## config.mk

```make
export PLATFORM = sky130hd
export DESIGN_NAME = command_line_tokenizer_unit
export DESIGN_NICKNAME = d
export VERILOG_FILES = /design/src/sv/clt_pkg.sv /design/src/sv/clt_front.sv /design/src/sv/clt_queue.sv /design/src/sv/clt_back.sv /design/src/sv/command_line_tokenizer_unit.sv
export SDC_FILE = /design/constraint.sdc
export NUM_CORES = 1
export LEC_CHECK = 0
export ABC_CLOCK_PERIOD_IN_PS = 7020
export BUFFER_PORTS_ARGS = -buffer_cell sky130_fd_sc_hd__buf_2
export CAP_MARGIN = 15
export CORE_ASPECT_RATIO = 0.8
export CORE_UTILIZATION = 30
export CTS_BUF_LIST = sky130_fd_sc_hd__clkbuf_4
export CTS_CLUSTER_SIZE = 14
export DETAILED_ROUTE_END_ITERATION = 6
export PLACE_DENSITY = 0.43
export SYNTH_ARGS = -nofsm -noshare
export SYNTH_HDL_FRONTEND = slang
export SYNTH_SLANG_ARGS = --single-unit
export TNS_END_PERCENT = 30
```

## constraint.sdc

```tcl
create_clock -name clk -period 7.02 [get_ports clk]
set_clock_uncertainty 0.05 [all_clocks]
set_input_delay 0 -clock clk [delete_from_list [all_inputs] [get_ports clk]]
set_output_delay 0 -clock clk [all_outputs]
set_load 0.005 [all_outputs]
```

## src/sv/clt_pkg.sv

```systemverilog
// Package for the command line tokenizer.
// Holds the shared widths, codes, the scan mode type and the result record.
// Used by every module of the block.
package clt_pkg;

  localparam int MAX_ARGS   = 63;
  localparam int LINE_BYTES = 1024;

  localparam int OFF_W   = $clog2(LINE_BYTES + 1);
  localparam int START_W = $clog2(LINE_BYTES);
  localparam int LEN_W   = $clog2(LINE_BYTES + 1);
  localparam int ARG_W   = $clog2(MAX_ARGS + 1);

  localparam int QDEPTH = 4;
  localparam int QPTR_W = $clog2(QDEPTH);
  localparam int QCNT_W = $clog2(QDEPTH + 1);

  localparam logic [1:0] KIND_ARG       = 2'd0;
  localparam logic [1:0] KIND_IN_REDIR  = 2'd1;
  localparam logic [1:0] KIND_OUT_REDIR = 2'd2;
  localparam logic [1:0] KIND_CMD_END   = 2'd3;

  localparam logic [1:0] TERM_NUL  = 2'd0;
  localparam logic [1:0] TERM_AMP  = 2'd1;
  localparam logic [1:0] TERM_PIPE = 2'd2;

  localparam logic [1:0] CFG_R1_LOW  = 2'd0;
  localparam logic [1:0] CFG_R1_HIGH = 2'd1;
  localparam logic [1:0] CFG_R2_LOW  = 2'd2;
  localparam logic [1:0] CFG_R2_HIGH = 2'd3;

  localparam logic [7:0] CH_NUL   = 8'h00;
  localparam logic [7:0] CH_AMP   = 8'h26;
  localparam logic [7:0] CH_PIPE  = 8'h7C;
  localparam logic [7:0] CH_QUOTE = 8'h22;
  localparam logic [7:0] CH_GT    = 8'h3E;
  localparam logic [7:0] CH_LT    = 8'h3C;

  typedef enum logic [2:0] {
    MODE_BETWEEN = 3'd0,
    MODE_TOKEN   = 3'd1,
    MODE_QUOTE   = 3'd2,
    MODE_TRAIL   = 3'd3,
    MODE_MARK    = 3'd4,
    MODE_WAIT    = 3'd5
  } scan_mode_t;

  typedef struct packed {
    logic [1:0]         kind;
    logic [START_W-1:0] start;
    logic [LEN_W-1:0]   length;
    logic [ARG_W-1:0]   index;
    logic [1:0]         term;
    logic               append;
    logic               error;
    logic               overflow;
    logic               last;
  } result_t;

  typedef struct packed {
    logic [1:0] count;
    result_t    first;
    result_t    second;
  } push_t;

endpackage

```

## src/sv/clt_front.sv

```systemverilog
// Front end of the command line tokenizer: takes bytes, tracks the scan state
// and forms up to two result records per byte for the queue.
// Depends on clt_pkg.
module clt_front import clt_pkg::*; (
  input  logic       clk,
  input  logic       rst,
  input  logic       cfg_write,
  input  logic [1:0] cfg_index,
  input  logic [7:0] cfg_data,
  input  logic       char_valid,
  output logic       char_ready,
  input  logic [7:0] char_byte,
  input  logic       room,
  output push_t      push
);

  logic [7:0] r1_low, r1_high, r2_low, r2_high;

  scan_mode_t       scan_mode, mode_next;
  logic [1:0]       token_kind, kind_next;
  logic [OFF_W-1:0] token_begin, begin_next;
  logic [OFF_W-1:0] byte_offset;
  logic [ARG_W-1:0] arg_count, count_after;
  logic             append_seen, append_next;
  logic             overflow_seen, ovf_after;

  logic accept;
  logic b_space, b_end, b_lead, b_quote, b_nul;
  logic emit_tok, end_cmd, err;
  logic tok_is_arg, arg_full;
  result_t tok_rec, end_rec;
  logic [1:0] n_res;

  assign char_ready = room;
  assign accept     = char_valid && char_ready;

  assign b_nul   = (char_byte == CH_NUL);
  assign b_quote = (char_byte == CH_QUOTE);
  assign b_end   = (char_byte inside {CH_NUL, CH_AMP, CH_PIPE});
  assign b_space = (char_byte inside {8'h20, [8'h09:8'h0D]});
  assign b_lead  = ((char_byte >= r1_low) && (char_byte <= r1_high)) ||
                   ((char_byte >= r2_low) && (char_byte <= r2_high));

  always_ff @(posedge clk) begin
    if (rst) begin
      r1_low  <= 8'd129;
      r1_high <= 8'd159;
      r2_low  <= 8'd224;
      r2_high <= 8'd252;
    end else if (cfg_write) begin
      case (cfg_index)
        CFG_R1_LOW:  r1_low  <= cfg_data;
        CFG_R1_HIGH: r1_high <= cfg_data;
        CFG_R2_LOW:  r2_low  <= cfg_data;
        CFG_R2_HIGH: r2_high <= cfg_data;
        default: ;
      endcase
    end
  end

  always_comb begin
    mode_next = scan_mode;
    case (scan_mode)
      MODE_TOKEN: begin
        if (b_end || b_space) mode_next = MODE_BETWEEN;
        else if (b_quote) mode_next = MODE_QUOTE;
        else if (b_lead) mode_next = MODE_TRAIL;
      end
      MODE_QUOTE: begin
        if (b_quote) mode_next = MODE_TOKEN;
      end
      MODE_TRAIL: begin
        mode_next = b_nul ? MODE_BETWEEN : MODE_TOKEN;
      end
      MODE_MARK, MODE_WAIT: begin
        if (scan_mode == MODE_MARK && char_byte == CH_GT) mode_next = MODE_WAIT;
        else if (b_end) mode_next = MODE_BETWEEN;
        else if (b_space) mode_next = MODE_WAIT;
        else if (b_quote) mode_next = MODE_QUOTE;
        else if (b_lead) mode_next = MODE_TRAIL;
        else mode_next = MODE_TOKEN;
      end
      default: begin
        if (b_end || b_space) mode_next = MODE_BETWEEN;
        else if (char_byte == CH_LT || char_byte == CH_GT) mode_next = MODE_MARK;
        else if (b_quote) mode_next = MODE_QUOTE;
        else if (b_lead) mode_next = MODE_TRAIL;
        else mode_next = MODE_TOKEN;
      end
    endcase
  end

  always_comb begin
    emit_tok    = 1'b0;
    end_cmd     = 1'b0;
    err         = 1'b0;
    kind_next   = token_kind;
    begin_next  = token_begin;
    append_next = append_seen;
    case (scan_mode)
      MODE_TOKEN: begin
        if (b_end) begin
          emit_tok = 1'b1;
          end_cmd  = 1'b1;
        end else if (b_space) begin
          emit_tok = 1'b1;
        end
      end
      MODE_QUOTE, MODE_TRAIL: begin
        if (b_nul) begin
          emit_tok = 1'b1;
          end_cmd  = 1'b1;
        end
      end
      MODE_MARK, MODE_WAIT: begin
        if (scan_mode == MODE_MARK && char_byte == CH_GT) begin
          append_next = 1'b1;
        end else if (b_end) begin
          end_cmd = 1'b1;
          err     = 1'b1;
        end else if (!b_space) begin
          begin_next = byte_offset;
        end
      end
      default: begin
        if (b_end) begin
          end_cmd = 1'b1;
        end else if (b_space) begin
          kind_next = token_kind;
        end else if (char_byte == CH_LT) begin
          kind_next = KIND_IN_REDIR;
        end else if (char_byte == CH_GT) begin
          kind_next = KIND_OUT_REDIR;
        end else begin
          kind_next  = KIND_ARG;
          begin_next = byte_offset;
        end
      end
    endcase
  end

  assign tok_is_arg  = (token_kind == KIND_ARG);
  assign arg_full    = (arg_count >= ARG_W'(MAX_ARGS));
  assign count_after = (emit_tok && tok_is_arg && !arg_full) ? arg_count + 1'b1 : arg_count;
  assign ovf_after   = overflow_seen || (emit_tok && tok_is_arg && arg_full);

  always_comb begin
    tok_rec.kind     = token_kind;
    tok_rec.start    = (token_begin > OFF_W'(LINE_BYTES - 1)) ?
                       START_W'(LINE_BYTES - 1) : token_begin[START_W-1:0];
    tok_rec.length   = (byte_offset >= token_begin) ?
                       LEN_W'(byte_offset - token_begin) : '0;
    tok_rec.index    = !tok_is_arg ? '0 : (arg_full ? ARG_W'(MAX_ARGS) : arg_count);
    tok_rec.term     = TERM_NUL;
    tok_rec.append   = tok_is_arg ? 1'b0 : append_seen;
    tok_rec.error    = 1'b0;
    tok_rec.overflow = ovf_after;
    tok_rec.last     = !end_cmd;

    end_rec.kind     = KIND_CMD_END;
    end_rec.start    = '0;
    end_rec.length   = '0;
    end_rec.index    = count_after;
    end_rec.term     = (char_byte == CH_AMP) ? TERM_AMP :
                       ((char_byte == CH_PIPE) ? TERM_PIPE : TERM_NUL);
    end_rec.append   = append_seen;
    end_rec.error    = err;
    end_rec.overflow = ovf_after;
    end_rec.last     = 1'b1;
  end

  assign n_res        = {1'b0, emit_tok} + {1'b0, end_cmd};
  assign push.count   = accept ? n_res : 2'd0;
  assign push.first   = emit_tok ? tok_rec : end_rec;
  assign push.second  = end_rec;

  always_ff @(posedge clk) begin
    if (rst) begin
      scan_mode     <= MODE_BETWEEN;
      token_kind    <= KIND_ARG;
      token_begin   <= '0;
      byte_offset   <= '0;
      arg_count     <= '0;
      append_seen   <= 1'b0;
      overflow_seen <= 1'b0;
    end else if (accept) begin
      if (end_cmd) begin
        scan_mode     <= MODE_BETWEEN;
        token_kind    <= KIND_ARG;
        token_begin   <= '0;
        byte_offset   <= '0;
        arg_count     <= '0;
        append_seen   <= 1'b0;
        overflow_seen <= 1'b0;
      end else begin
        scan_mode     <= mode_next;
        token_kind    <= kind_next;
        token_begin   <= begin_next;
        append_seen   <= append_next;
        arg_count     <= count_after;
        overflow_seen <= ovf_after;
        if (byte_offset < OFF_W'(LINE_BYTES)) byte_offset <= byte_offset + 1'b1;
      end
    end
  end

`ifndef SYNTH
  a_two_only_at_end: assert property (@(posedge clk) disable iff (rst)
    (push.count == 2'd2) |-> end_cmd)
    else $error("two results pushed without a command end");

  a_end_clears: assert property (@(posedge clk) disable iff (rst)
    (accept && end_cmd) |=> (byte_offset == '0 && arg_count == '0 && !overflow_seen))
    else $error("command end did not clear the scan state");

  a_offset_bound: assert property (@(posedge clk) disable iff (rst)
    byte_offset <= OFF_W'(LINE_BYTES))
    else $error("byte offset beyond line length");
`endif

endmodule

```

## src/sv/clt_queue.sv

```systemverilog
// Result queue between the tokenizer front end and the output stage.
// Takes up to two records per cycle and hands out one. Depends on clt_pkg.
module clt_queue import clt_pkg::*; (
  input  logic    clk,
  input  logic    rst,
  input  push_t   push,
  output logic    room,
  output logic    q_valid,
  output result_t q_data,
  input  logic    q_pop
);

  result_t mem [QDEPTH];
  logic [QPTR_W-1:0] head, tail, tail_plus;
  logic [QCNT_W-1:0] count;

  assign tail_plus = tail + 1'b1;
  assign room      = (count <= QCNT_W'(QDEPTH - 2));
  assign q_valid   = (count != '0);
  assign q_data    = mem[head];

  always_ff @(posedge clk) begin
    if (push.count != 2'd0) mem[tail] <= push.first;
    if (push.count == 2'd2) mem[tail_plus] <= push.second;
  end

  always_ff @(posedge clk) begin
    if (rst) begin
      head  <= '0;
      tail  <= '0;
      count <= '0;
    end else begin
      tail  <= tail + QPTR_W'(push.count);
      if (q_pop) head <= head + 1'b1;
      count <= count + QCNT_W'(push.count) - QCNT_W'(q_pop);
    end
  end

`ifndef SYNTH
  a_no_overfill: assert property (@(posedge clk) disable iff (rst)
    (count + QCNT_W'(push.count)) <= QCNT_W'(QDEPTH))
    else $error("queue overfilled");

  a_no_underflow: assert property (@(posedge clk) disable iff (rst)
    q_pop |-> (count != '0))
    else $error("pop from empty queue");
`endif

endmodule

```

## src/sv/clt_back.sv

```systemverilog
// Output stage of the command line tokenizer: registers one result record
// and presents it on the result channel. Depends on clt_pkg.
module clt_back import clt_pkg::*; (
  input  logic               clk,
  input  logic               rst,
  input  logic               q_valid,
  input  result_t            q_data,
  output logic               q_pop,
  output logic               result_valid,
  input  logic               result_ready,
  output logic [1:0]         result_kind,
  output logic [START_W-1:0] token_start,
  output logic [LEN_W-1:0]   token_length,
  output logic [ARG_W-1:0]   arg_index,
  output logic [1:0]         terminator_code,
  output logic               append_mode,
  output logic               redirect_error,
  output logic               args_overflow,
  output logic               last_result
);

  result_t held;
  logic    take;

  assign take  = !result_valid || result_ready;
  assign q_pop = q_valid && take;

  always_ff @(posedge clk) begin
    if (rst) begin
      result_valid <= 1'b0;
    end else if (take) begin
      result_valid <= q_valid;
    end
  end

  always_ff @(posedge clk) begin
    if (q_pop) held <= q_data;
  end

  assign result_kind     = held.kind;
  assign token_start     = held.start;
  assign token_length    = held.length;
  assign arg_index       = held.index;
  assign terminator_code = held.term;
  assign append_mode     = held.append;
  assign redirect_error  = held.error;
  assign args_overflow   = held.overflow;
  assign last_result     = held.last;

endmodule

```

## src/sv/command_line_tokenizer_unit.sv

```systemverilog
// Command line tokenizer: takes one byte of a command line per cycle and
// returns a record for each finished token and one for each command end.
// A byte is taken every cycle while the four-entry result queue has room for
// two records; the output register drains one record per cycle while
// result_ready is high, so a byte that both closes a token and ends the command
// leaves two records to drain. A record passes through the result queue and
// then the output register. Depends on clt_pkg, clt_front, clt_queue and clt_back.
module command_line_tokenizer_unit import clt_pkg::*; (
  input  logic               clk,
  input  logic               rst,
  input  logic               cfg_write,
  input  logic [1:0]         cfg_index,
  input  logic [7:0]         cfg_data,
  input  logic               char_valid,
  output logic               char_ready,
  input  logic [7:0]         char_byte,
  output logic               result_valid,
  input  logic               result_ready,
  output logic [1:0]         result_kind,
  output logic [START_W-1:0] token_start,
  output logic [LEN_W-1:0]   token_length,
  output logic [ARG_W-1:0]   arg_index,
  output logic [1:0]         terminator_code,
  output logic               append_mode,
  output logic               redirect_error,
  output logic               args_overflow,
  output logic               last_result
);

  push_t   push;
  logic    room;
  logic    q_valid;
  logic    q_pop;
  result_t q_data;

  clt_front u_front (
    .clk        (clk),
    .rst        (rst),
    .cfg_write  (cfg_write),
    .cfg_index  (cfg_index),
    .cfg_data   (cfg_data),
    .char_valid (char_valid),
    .char_ready (char_ready),
    .char_byte  (char_byte),
    .room       (room),
    .push       (push)
  );

  clt_queue u_queue (
    .clk     (clk),
    .rst     (rst),
    .push    (push),
    .room    (room),
    .q_valid (q_valid),
    .q_data  (q_data),
    .q_pop   (q_pop)
  );

  clt_back u_back (
    .clk             (clk),
    .rst             (rst),
    .q_valid         (q_valid),
    .q_data          (q_data),
    .q_pop           (q_pop),
    .result_valid    (result_valid),
    .result_ready    (result_ready),
    .result_kind     (result_kind),
    .token_start     (token_start),
    .token_length    (token_length),
    .arg_index       (arg_index),
    .terminator_code (terminator_code),
    .append_mode     (append_mode),
    .redirect_error  (redirect_error),
    .args_overflow   (args_overflow),
    .last_result     (last_result)
  );

endmodule
```

==> results_dict.tcl, run 1 <==
set metrics [dict create \
    path_class "in2reg" \
    grt_pass1_vias 9205 \
    power.share.combinational_pct 18.3 \
    cts_buffers 71 \
    core_area_um2 38440 \
    required_ns 7.61 \
    end_kind "register" \
    hp-start "cfg_data[0]" \
    synth_edf_count 79 \
    pin_count 60 \
    tns_ns 0 \
    clock-sinks 250 \
    r2r_start "u_front.scan_mode[1]" \
    slowest_stage "o21bai_1" \
    tightest_slew_ns 1.133 \
    wirelength_um 34690 \
    vias 9520 \
    maxSlewHeadroom_pct 24.10 \
    crit_start "char_byte[1]" \
    firstDrtPassIters 5 \
    min_period_over_period_pct 73.54 \
    rrSetupSlack_ns 1.97 \
    synth_cell_types 67 \
    layout-drive-gt1-share_pct 17.67 \
    syn-mean-instance-area_um2 9.701 \
    globalRouteOverflowTotal 0 \
    nets 1400 \
    drc 0 \
    utilization_pct 36.16 \
    ys.flop_type "dfxtp_1" \
    insertion_delay_ns 0.77 \
    max_stage_delay_ns 0.64 \
    internal_power_uw 2815 \
    place_hpwl_um 23150 \
    root_buffer "clkbuf_4" \
    syn_area_um2 11750 \
    p_sw_share_pct 29.48 \
    yosysMostFrequentCell "dfxtp_1" \
    worstHoldPathCells 4 \
    synth_common_cells "171 x dfxtp_1, 137 x o21ai_0, 127 x nand2_1, 94 x nor2_1, 79 x edfxtp_1" \
    async_flop_share_pct 0 \
    row_count 64 \
    yosysTopAreaCellShare_pct 29.14 \
    rsz0062_at_grt "no" \
    hold_path_class "in2reg" \
    finalSetupViolations 0 \
    power.share.sequential_pct 44.1 \
    power_frac_clock_pct 37.6 \
    die_w_um 223.2 \
    cp_common_cell "nor2_1" \
    synth.area.top_cells "dfxtp_1 29%, edfxtp_1 20%, mux4_2 6.7%, o21ai_0 5.8%, ha_1 5.3%" \
    critPathArrivalTime_ns 5.75 \
    outcome "complete, no violations" \
    avgRoutedWirePerCell_um 18.47 \
    crit_path_end "u_queue.mem[1][6]" \
    area_growth_pct 18.31 \
    finalHoldViolCount 0 \
    period_minus_slack_ns 5.163 \
    die_h_um 179.0 \
    cts_tree "yes" \
    drv_slew 0 \
    ir_drop_mv 0.1055 \
    synth-seq-area-share_pct 49.33 \
    fmax_mhz 193.7 \
    cp_max_fo 20 \
    syn_inst 1211 \
    grt_max_degree 69 \
    yosysTopAreaCell "dfxtp_1" \
    maxCapViolCount 0 \
    die_area_um2 39960 \
    start_util_pct 30.56 \
    ant_nets 0 \
    reg2reg_depth 14 \
    drt_iter0_drc 670 \
    htreeDepth 3 \
    grt_pass1_wl_um 54340 \
    cts.clk_slew.worst_paths_ns 0.07 \
    design_power_total_uw 3992 \
    io_buffers 59 \
    crit_chain "dlygate4sd3_1, buf_2, nor2_1, nor4b_1, o21bai_1, a21boi_0, nor2_1, inv_1, ha_1, nor2_1, nand3b_1, nor2_1, nor2_1, buf_4, inv_1, a22oi_1, a21oi_1" \
    antenna_found_initial 2 \
    cp-start-kind "primary input" \
    track_usage_pct 17.94 \
    powerDensity_nw_per_um2 287.2 \
    reg2reg_to "u_queue.mem[1][6]" \
    p_sw_uw 1177 \
    clk_path_buf_depth 3 \
    ys_seq_elements 250 \
    yosysWarnings 0 \
    synth_nets 1286 \
    routabilityCongestion 0.8509 \
    viasPerCell 5.069 \
    whs_ns 0.04448 \
    leakagePower_uw 0.005129 \
]
-- cell usage in the layout (no fill, tap or decap), types with 7 or more instances in the layout --
cell type and instances:
a211o_1 13, a21oi_1 75, a22oi_1 10, and2_1 7, buf_2 59, buf_4 13
clkbuf_4 113, clkinv_1 9, dfxtp_1 169, dlygate4sd3_1 37, edfxtp_1 79, ha_1 50
inv_1 59, mux4_2 35, nand2_1 127, nand2b_1 11, nand3_1 76, nand3b_1 11
nand4_1 13, nor2_1 94, nor2b_1 9, nor3_1 17, o211ai_1 12, o21ai_0 137
o22ai_1 19, or3_1 10, xnor2_1 12, xor2_1 8
-- layout make-up --
type,count,area (um^2)
antenna,2,5.005
clock buffer,113,848.3
inverter,60,225.2
sequential,250,5798
timing repair buffer,109,763.2
fill,3968,24540
multi-input combinational,833,5485
tap,495,619.3
clock inverter,16,153.9
-- state kept, by name, indices dropped and copies added (netlist names), 2 cells and up --
signal                  flops
u_front.scan_mode           3
u_front.token_begin        11
u_queue.tail                2
u_back.token_start         10
u_front.r1_low              8
u_back.token_length        11
u_front.arg_count           6
u_queue.mem               140
u_front.byte_offset        11
u_front.token_kind          2
u_front.r1_high             8
u_back.terminator_code      2
u_front.r2_high             8
u_front.r2_low              8
u_back.arg_index            6
u_queue.head                2
u_back.result_kind          2
u_queue.count               3
-- power by group through the flow --
stage / clock network [uW] / registers [uW] / logic [uW]
floorplan: 0 / 1760 / 467
global placement: 0 / 1800 / 729
detailed placement: 0 / 1800 / 726
CTS: 1550 / 1770 / 743
global route: 1640 / 1790 / 816
finish: 1500 / 1760 / 729
-- worst max-delay path: cells and delay by family --
kind	cells	cell delay, ns
and+or+nand+nor	7	2.00
buffers and inverters	5	1.94
AOI/OAI and AO/OA	4	1.23
adders and majority gates	1	0.58
-- cell families after synthesis --
family | after synthesis | synth area share, %
buffers and inverters | 128 | 4.218
xor gates and xnor gates | 20 | 1.491
AOI/OAI and AO/OA | 320 | 16.03
DFF | 250 | 49.33
adders and majority gates | 52 | 5.666
muxes | 38 | 6.998
and+or+nand+nor | 403 | 16.26
-- layer usage --
metal  wire length (um)  GRT usage [%]  part of all wire (%)  vias to the layer above
li1                   -              -                     -                     4694
met1              17510          25.65                    50                     4522
met2              14350          25.81                    41                      253
met3               2295          5.506                   6.6                       51
met4                533          5.029                   1.5                        0
met5                  0              0                     0                        -
-- timing repair --
item / in CTS / in global routing
resized for setup: 0 / 0
buffers inserted: 0 / 0
endpoints found under the hold margin: 118 / 0
hold buffers: 37 / 0
-- metrics by stage --
stage	cells	instance area [um^2]	setup WS, ns
2_1_floorplan	1211	11750	3.094
3_3_place_gp	1710	12520	1.801
3_5_place_dp	1710	12520	1.674
4_1_cts	1876	13890	1.914
5_1_grt	1878	13900	1.330
6_report	1878	13900	1.857
-- worst min path at each step --
stage | to | slack [ns]
after global routing | u_front.r2_low[1] | 0.008
after floorplan | u_front.r1_high[1] | 0.07
after CTS | u_front.r1_high[0] | 0.002
after detailed placement | u_front.r2_high[6] | 0.22
final | u_front.r1_high[0] | 0.04
after global placement | u_front.r2_high[6] | 0.22
Note: power is estimated with default switching activity, not from simulation.
==> run 2: changes to the inputs <==
--- a/config.mk
+++ b/config.mk
@@ -5,7 +5,8 @@
 export SDC_FILE = /design/constraint.sdc
 export NUM_CORES = 1
 export LEC_CHECK = 0
-export ABC_CLOCK_PERIOD_IN_PS = 7020
+export ABC_AREA = 1
+export ABC_CLOCK_PERIOD_IN_PS = 4700
 export BUFFER_PORTS_ARGS = -buffer_cell sky130_fd_sc_hd__buf_2
 export CAP_MARGIN = 15
 export CORE_ASPECT_RATIO = 0.8
@@ -13,7 +14,7 @@
 export CTS_BUF_LIST = sky130_fd_sc_hd__clkbuf_4
 export CTS_CLUSTER_SIZE = 14
 export DETAILED_ROUTE_END_ITERATION = 6
-export PLACE_DENSITY = 0.43
+export PLACE_DENSITY = 0.44
 export SYNTH_ARGS = -nofsm -noshare
 export SYNTH_HDL_FRONTEND = slang
 export SYNTH_SLANG_ARGS = --single-unit
==> constraint.sdc (replaced) <==
create_clock -name clk -period 4.7 [get_ports clk]
set_clock_uncertainty 0.05 [all_clocks]
set_input_delay 0 -clock clk [delete_from_list [all_inputs] [get_ports clk]]
set_output_delay 0 -clock clk [all_outputs]
set_load 0.005 [all_outputs]
==> run 2 against run 1 <==
  * Core utilization down 0.092 points
  * Worst setup slack got worse by 1.6 ns
  * Synthesized cell count is 23% higher
  * Critical path depth grew 4
  * Combinational power increased by 120%
  * Final cell count is 18% higher
  * Sequential share of layout area fell by 0.97 points
  * Clock power grew 32%
  * Highest routed layer unchanged
  * Via count increased by 12%
  * Sequential power up 49%
  * First-iteration DRC count is 7.8% higher
  * Global-route usage down 0.097 points
==> results_dict.tcl, run 2 <==
set metrics [dict create \
    min_period_over_period_pct 94.73 \
    pin_count 60 \
    avgRoutedWirePerCell_um 16.16 \
    syn_area_um2 12000 \
    ys.flop_type "dfxtp_1" \
    outcome "complete, no violations" \
    yosysWarnings 0 \
    yosysTopAreaCellShare_pct 28.53 \
    synth_nets 1560 \
    cts_resized 0 \
    synth_cell_types 45 \
    core_area_um2 39440 \
    finalSetupViolations 0 \
    vias 10710 \
    ys_seq_elements 250 \
    area_growth_pct 18.55 \
    die_area_um2 40810 \
    yosysTopAreaCell "dfxtp_1" \
    drv_slew 0 \
    placedCellCount 2036 \
    p_sw_uw 2123 \
    drc 0 \
    path_class "in2reg" \
    synth-seq-area-share_pct 48.30 \
    drt_iter0_drc 722 \
    die_w_um 225.6 \
    powerDensity_nw_per_um2 438.1 \
    leakagePower_uw 0.005814 \
    cp-start-kind "primary input" \
    p_sw_share_pct 34.07 \
    power.share.sequential_pct 42.2 \
    final_common_cell "nand2_1" \
    fmax_mhz 224.6 \
    cts.clk_slew.worst_paths_ns 0.06 \
    synth_common_cells "270 x nand2_1, 171 x dfxtp_1, 164 x nor2_1, 130 x inv_1, 114 x o21ai_0" \
    antenna_found_initial 2 \
    root_buffer "clkbuf_4" \
    ant_nets 0 \
    firstDrtPassIters 5 \
    final_cell_mix "270 x nand2_1, 170 x dfxtp_1, 164 x nor2_1, 130 x inv_1, 114 x o21ai_0" \
    place_hpwl_um 23350 \
    nets 1698 \
    rsz0062_at_grt "no" \
    start_util_pct 30.42 \
    grt_pass1_wl_um 56640 \
    yosysMostFrequentCell "nand2_1" \
    wirelength_um 35770 \
    tns_ns 0 \
    hold_path_class "in2reg" \
    insertion_delay_ns 0.73 \
    cts_tree "yes" \
    maxCapViolCount 0 \
    row_count 65 \
    final_design_area_no_fill_um2 14230 \
    grt_max_degree 73 \
    finalHoldViolCount 0 \
    htreeDepth 3 \
    clock-sinks 250 \
    cp_max_fo 26 \
    maxSlewHeadroom_pct 32.77 \
    period_minus_slack_ns 4.452 \
    synth_edf_count 79 \
    required_ns 5.13 \
    critPathArrivalTime_ns 4.88 \
    top_register "u_queue.mem" \
    routabilityCongestion 0.8487 \
    power_frac_clock_pct 31.7 \
    layout-drive-gt1-share_pct 14.63 \
    utilization_pct 36.07 \
    async_flop_share_pct 0 \
    place_area_um2 12830 \
    viasPerCell 4.838 \
    die_h_um 180.9 \
    largest_reg_flops 140 \
    power.share.combinational_pct 26.1 \
    io_buffers 59 \
    clk_path_buf_depth 3 \
    fin_cells 2213 \
    grt_pass1_vias 10290 \
    synth.area.top_cells "dfxtp_1 29%, edfxtp_1 20%, nand2_1 8.4%, ha_1 5.2%, nor2_1 5.1%" \
    ir_drop_mv 0.2155 \
    syn_inst 1485 \
    cts_buffers 70 \
    internal_power_uw 4109 \
    tightest_slew_ns 1.007 \
    end_kind "register" \
    globalRouteOverflowTotal 0 \
    track_usage_pct 17.84 \
    syn-mean-instance-area_um2 8.081 \
]
[run 2: worst max-delay path: stages]
cell and delay [ns]:
dlygate4sd3_1 0.52, buf_2 0.20, inv_2 0.04, nand2_1 0.04, dlygate4sd3_1 0.56, nor2_2 0.06, dlygate4sd3_1 0.58, nand2_2 0.19
nand3_4 0.15, nor2_4 0.42, o21ai_4 0.09, ha_1 0.28, inv_1 0.21, a21oi_4 0.13, nand3_4 0.07, buf_4 0.37
nor2_1 0.13, nand2_2 0.15, nand2_4 0.17, inv_2 0.39, nor2_1 0.09
[run 2: cell type report]
class | instances | area [um^2]
fill | 4140 | 25220
clock buffer | 105 | 788.3
sequential | 250 | 5797
tap | 536 | 670.6
inverter | 148 | 555.5
antenna | 2 | 5.005
timing repair buffer | 126 | 925.9
clock inverter | 19 | 87.58
multi-input combinational | 1027 | 5396
[run 2: final timing paths]
check,endpoint,slack (ns),cells after the start,start
min,u_front.r1_low[2],0.08,4,cfg_data[2]
max reg2reg,u_queue.mem[3][1],1.14,17,u_front.scan_mode[2]
min reg2reg,u_queue.mem[2][14],0.40,2,u_queue.mem[2][14]
max,u_queue.mem[3][1],0.25,21,char_byte[4]
[run 2: cells by family after synthesis]
group                      synth area share (%)
AOI/OAI and AO/OA                         16.70
xor gates and xnor gates                  1.241
adders and majority gates                 5.547
buffers and inverters                     6.871
DFF                                       48.30
and+or+nand+nor                           21.34
[run 2: through the flow]
stage | total power, uW | hold WS [ns] | setup slack, ns
global route | 6666 | 0.05345 | 0.01566
detailed placement | 4301 | 0.2282 | 1.032
global placement | 4305 | 0.2190 | 1.056
CTS | 6345 | 0.01301 | 0.3657
floorplan | 3699 | 0.07631 | 1.084
finish | 6232 | 0.08195 | 0.2475
[run 2: power by group through the flow]
stage	clock [uW]	combinational, uW	sequential, uW
final	1980	1630	2630
after global routing	2170	1840	2660
after floorplan	0	998	2700
after global placement	0	1630	2680
after CTS	2060	1650	2630
after detailed placement	0	1620	2680
[run 2: per-layer routing]
layer  track usage (%)  vias up  share of wire (%)
li1                  -     5347                  -
met5                 0        -                  0
met1             26.00     4991                 50
met2             25.83      303                 42
met3             4.017       65                6.1
met4             5.687        0                1.9
[run 2: what timing repair did]
| item | in CTS | in global routing |
|---|---|---|
| endpoints found under the hold margin | 78 | 0 |
| hold buffers | 51 | 0 |
| setup buffers | 0 | 0 |
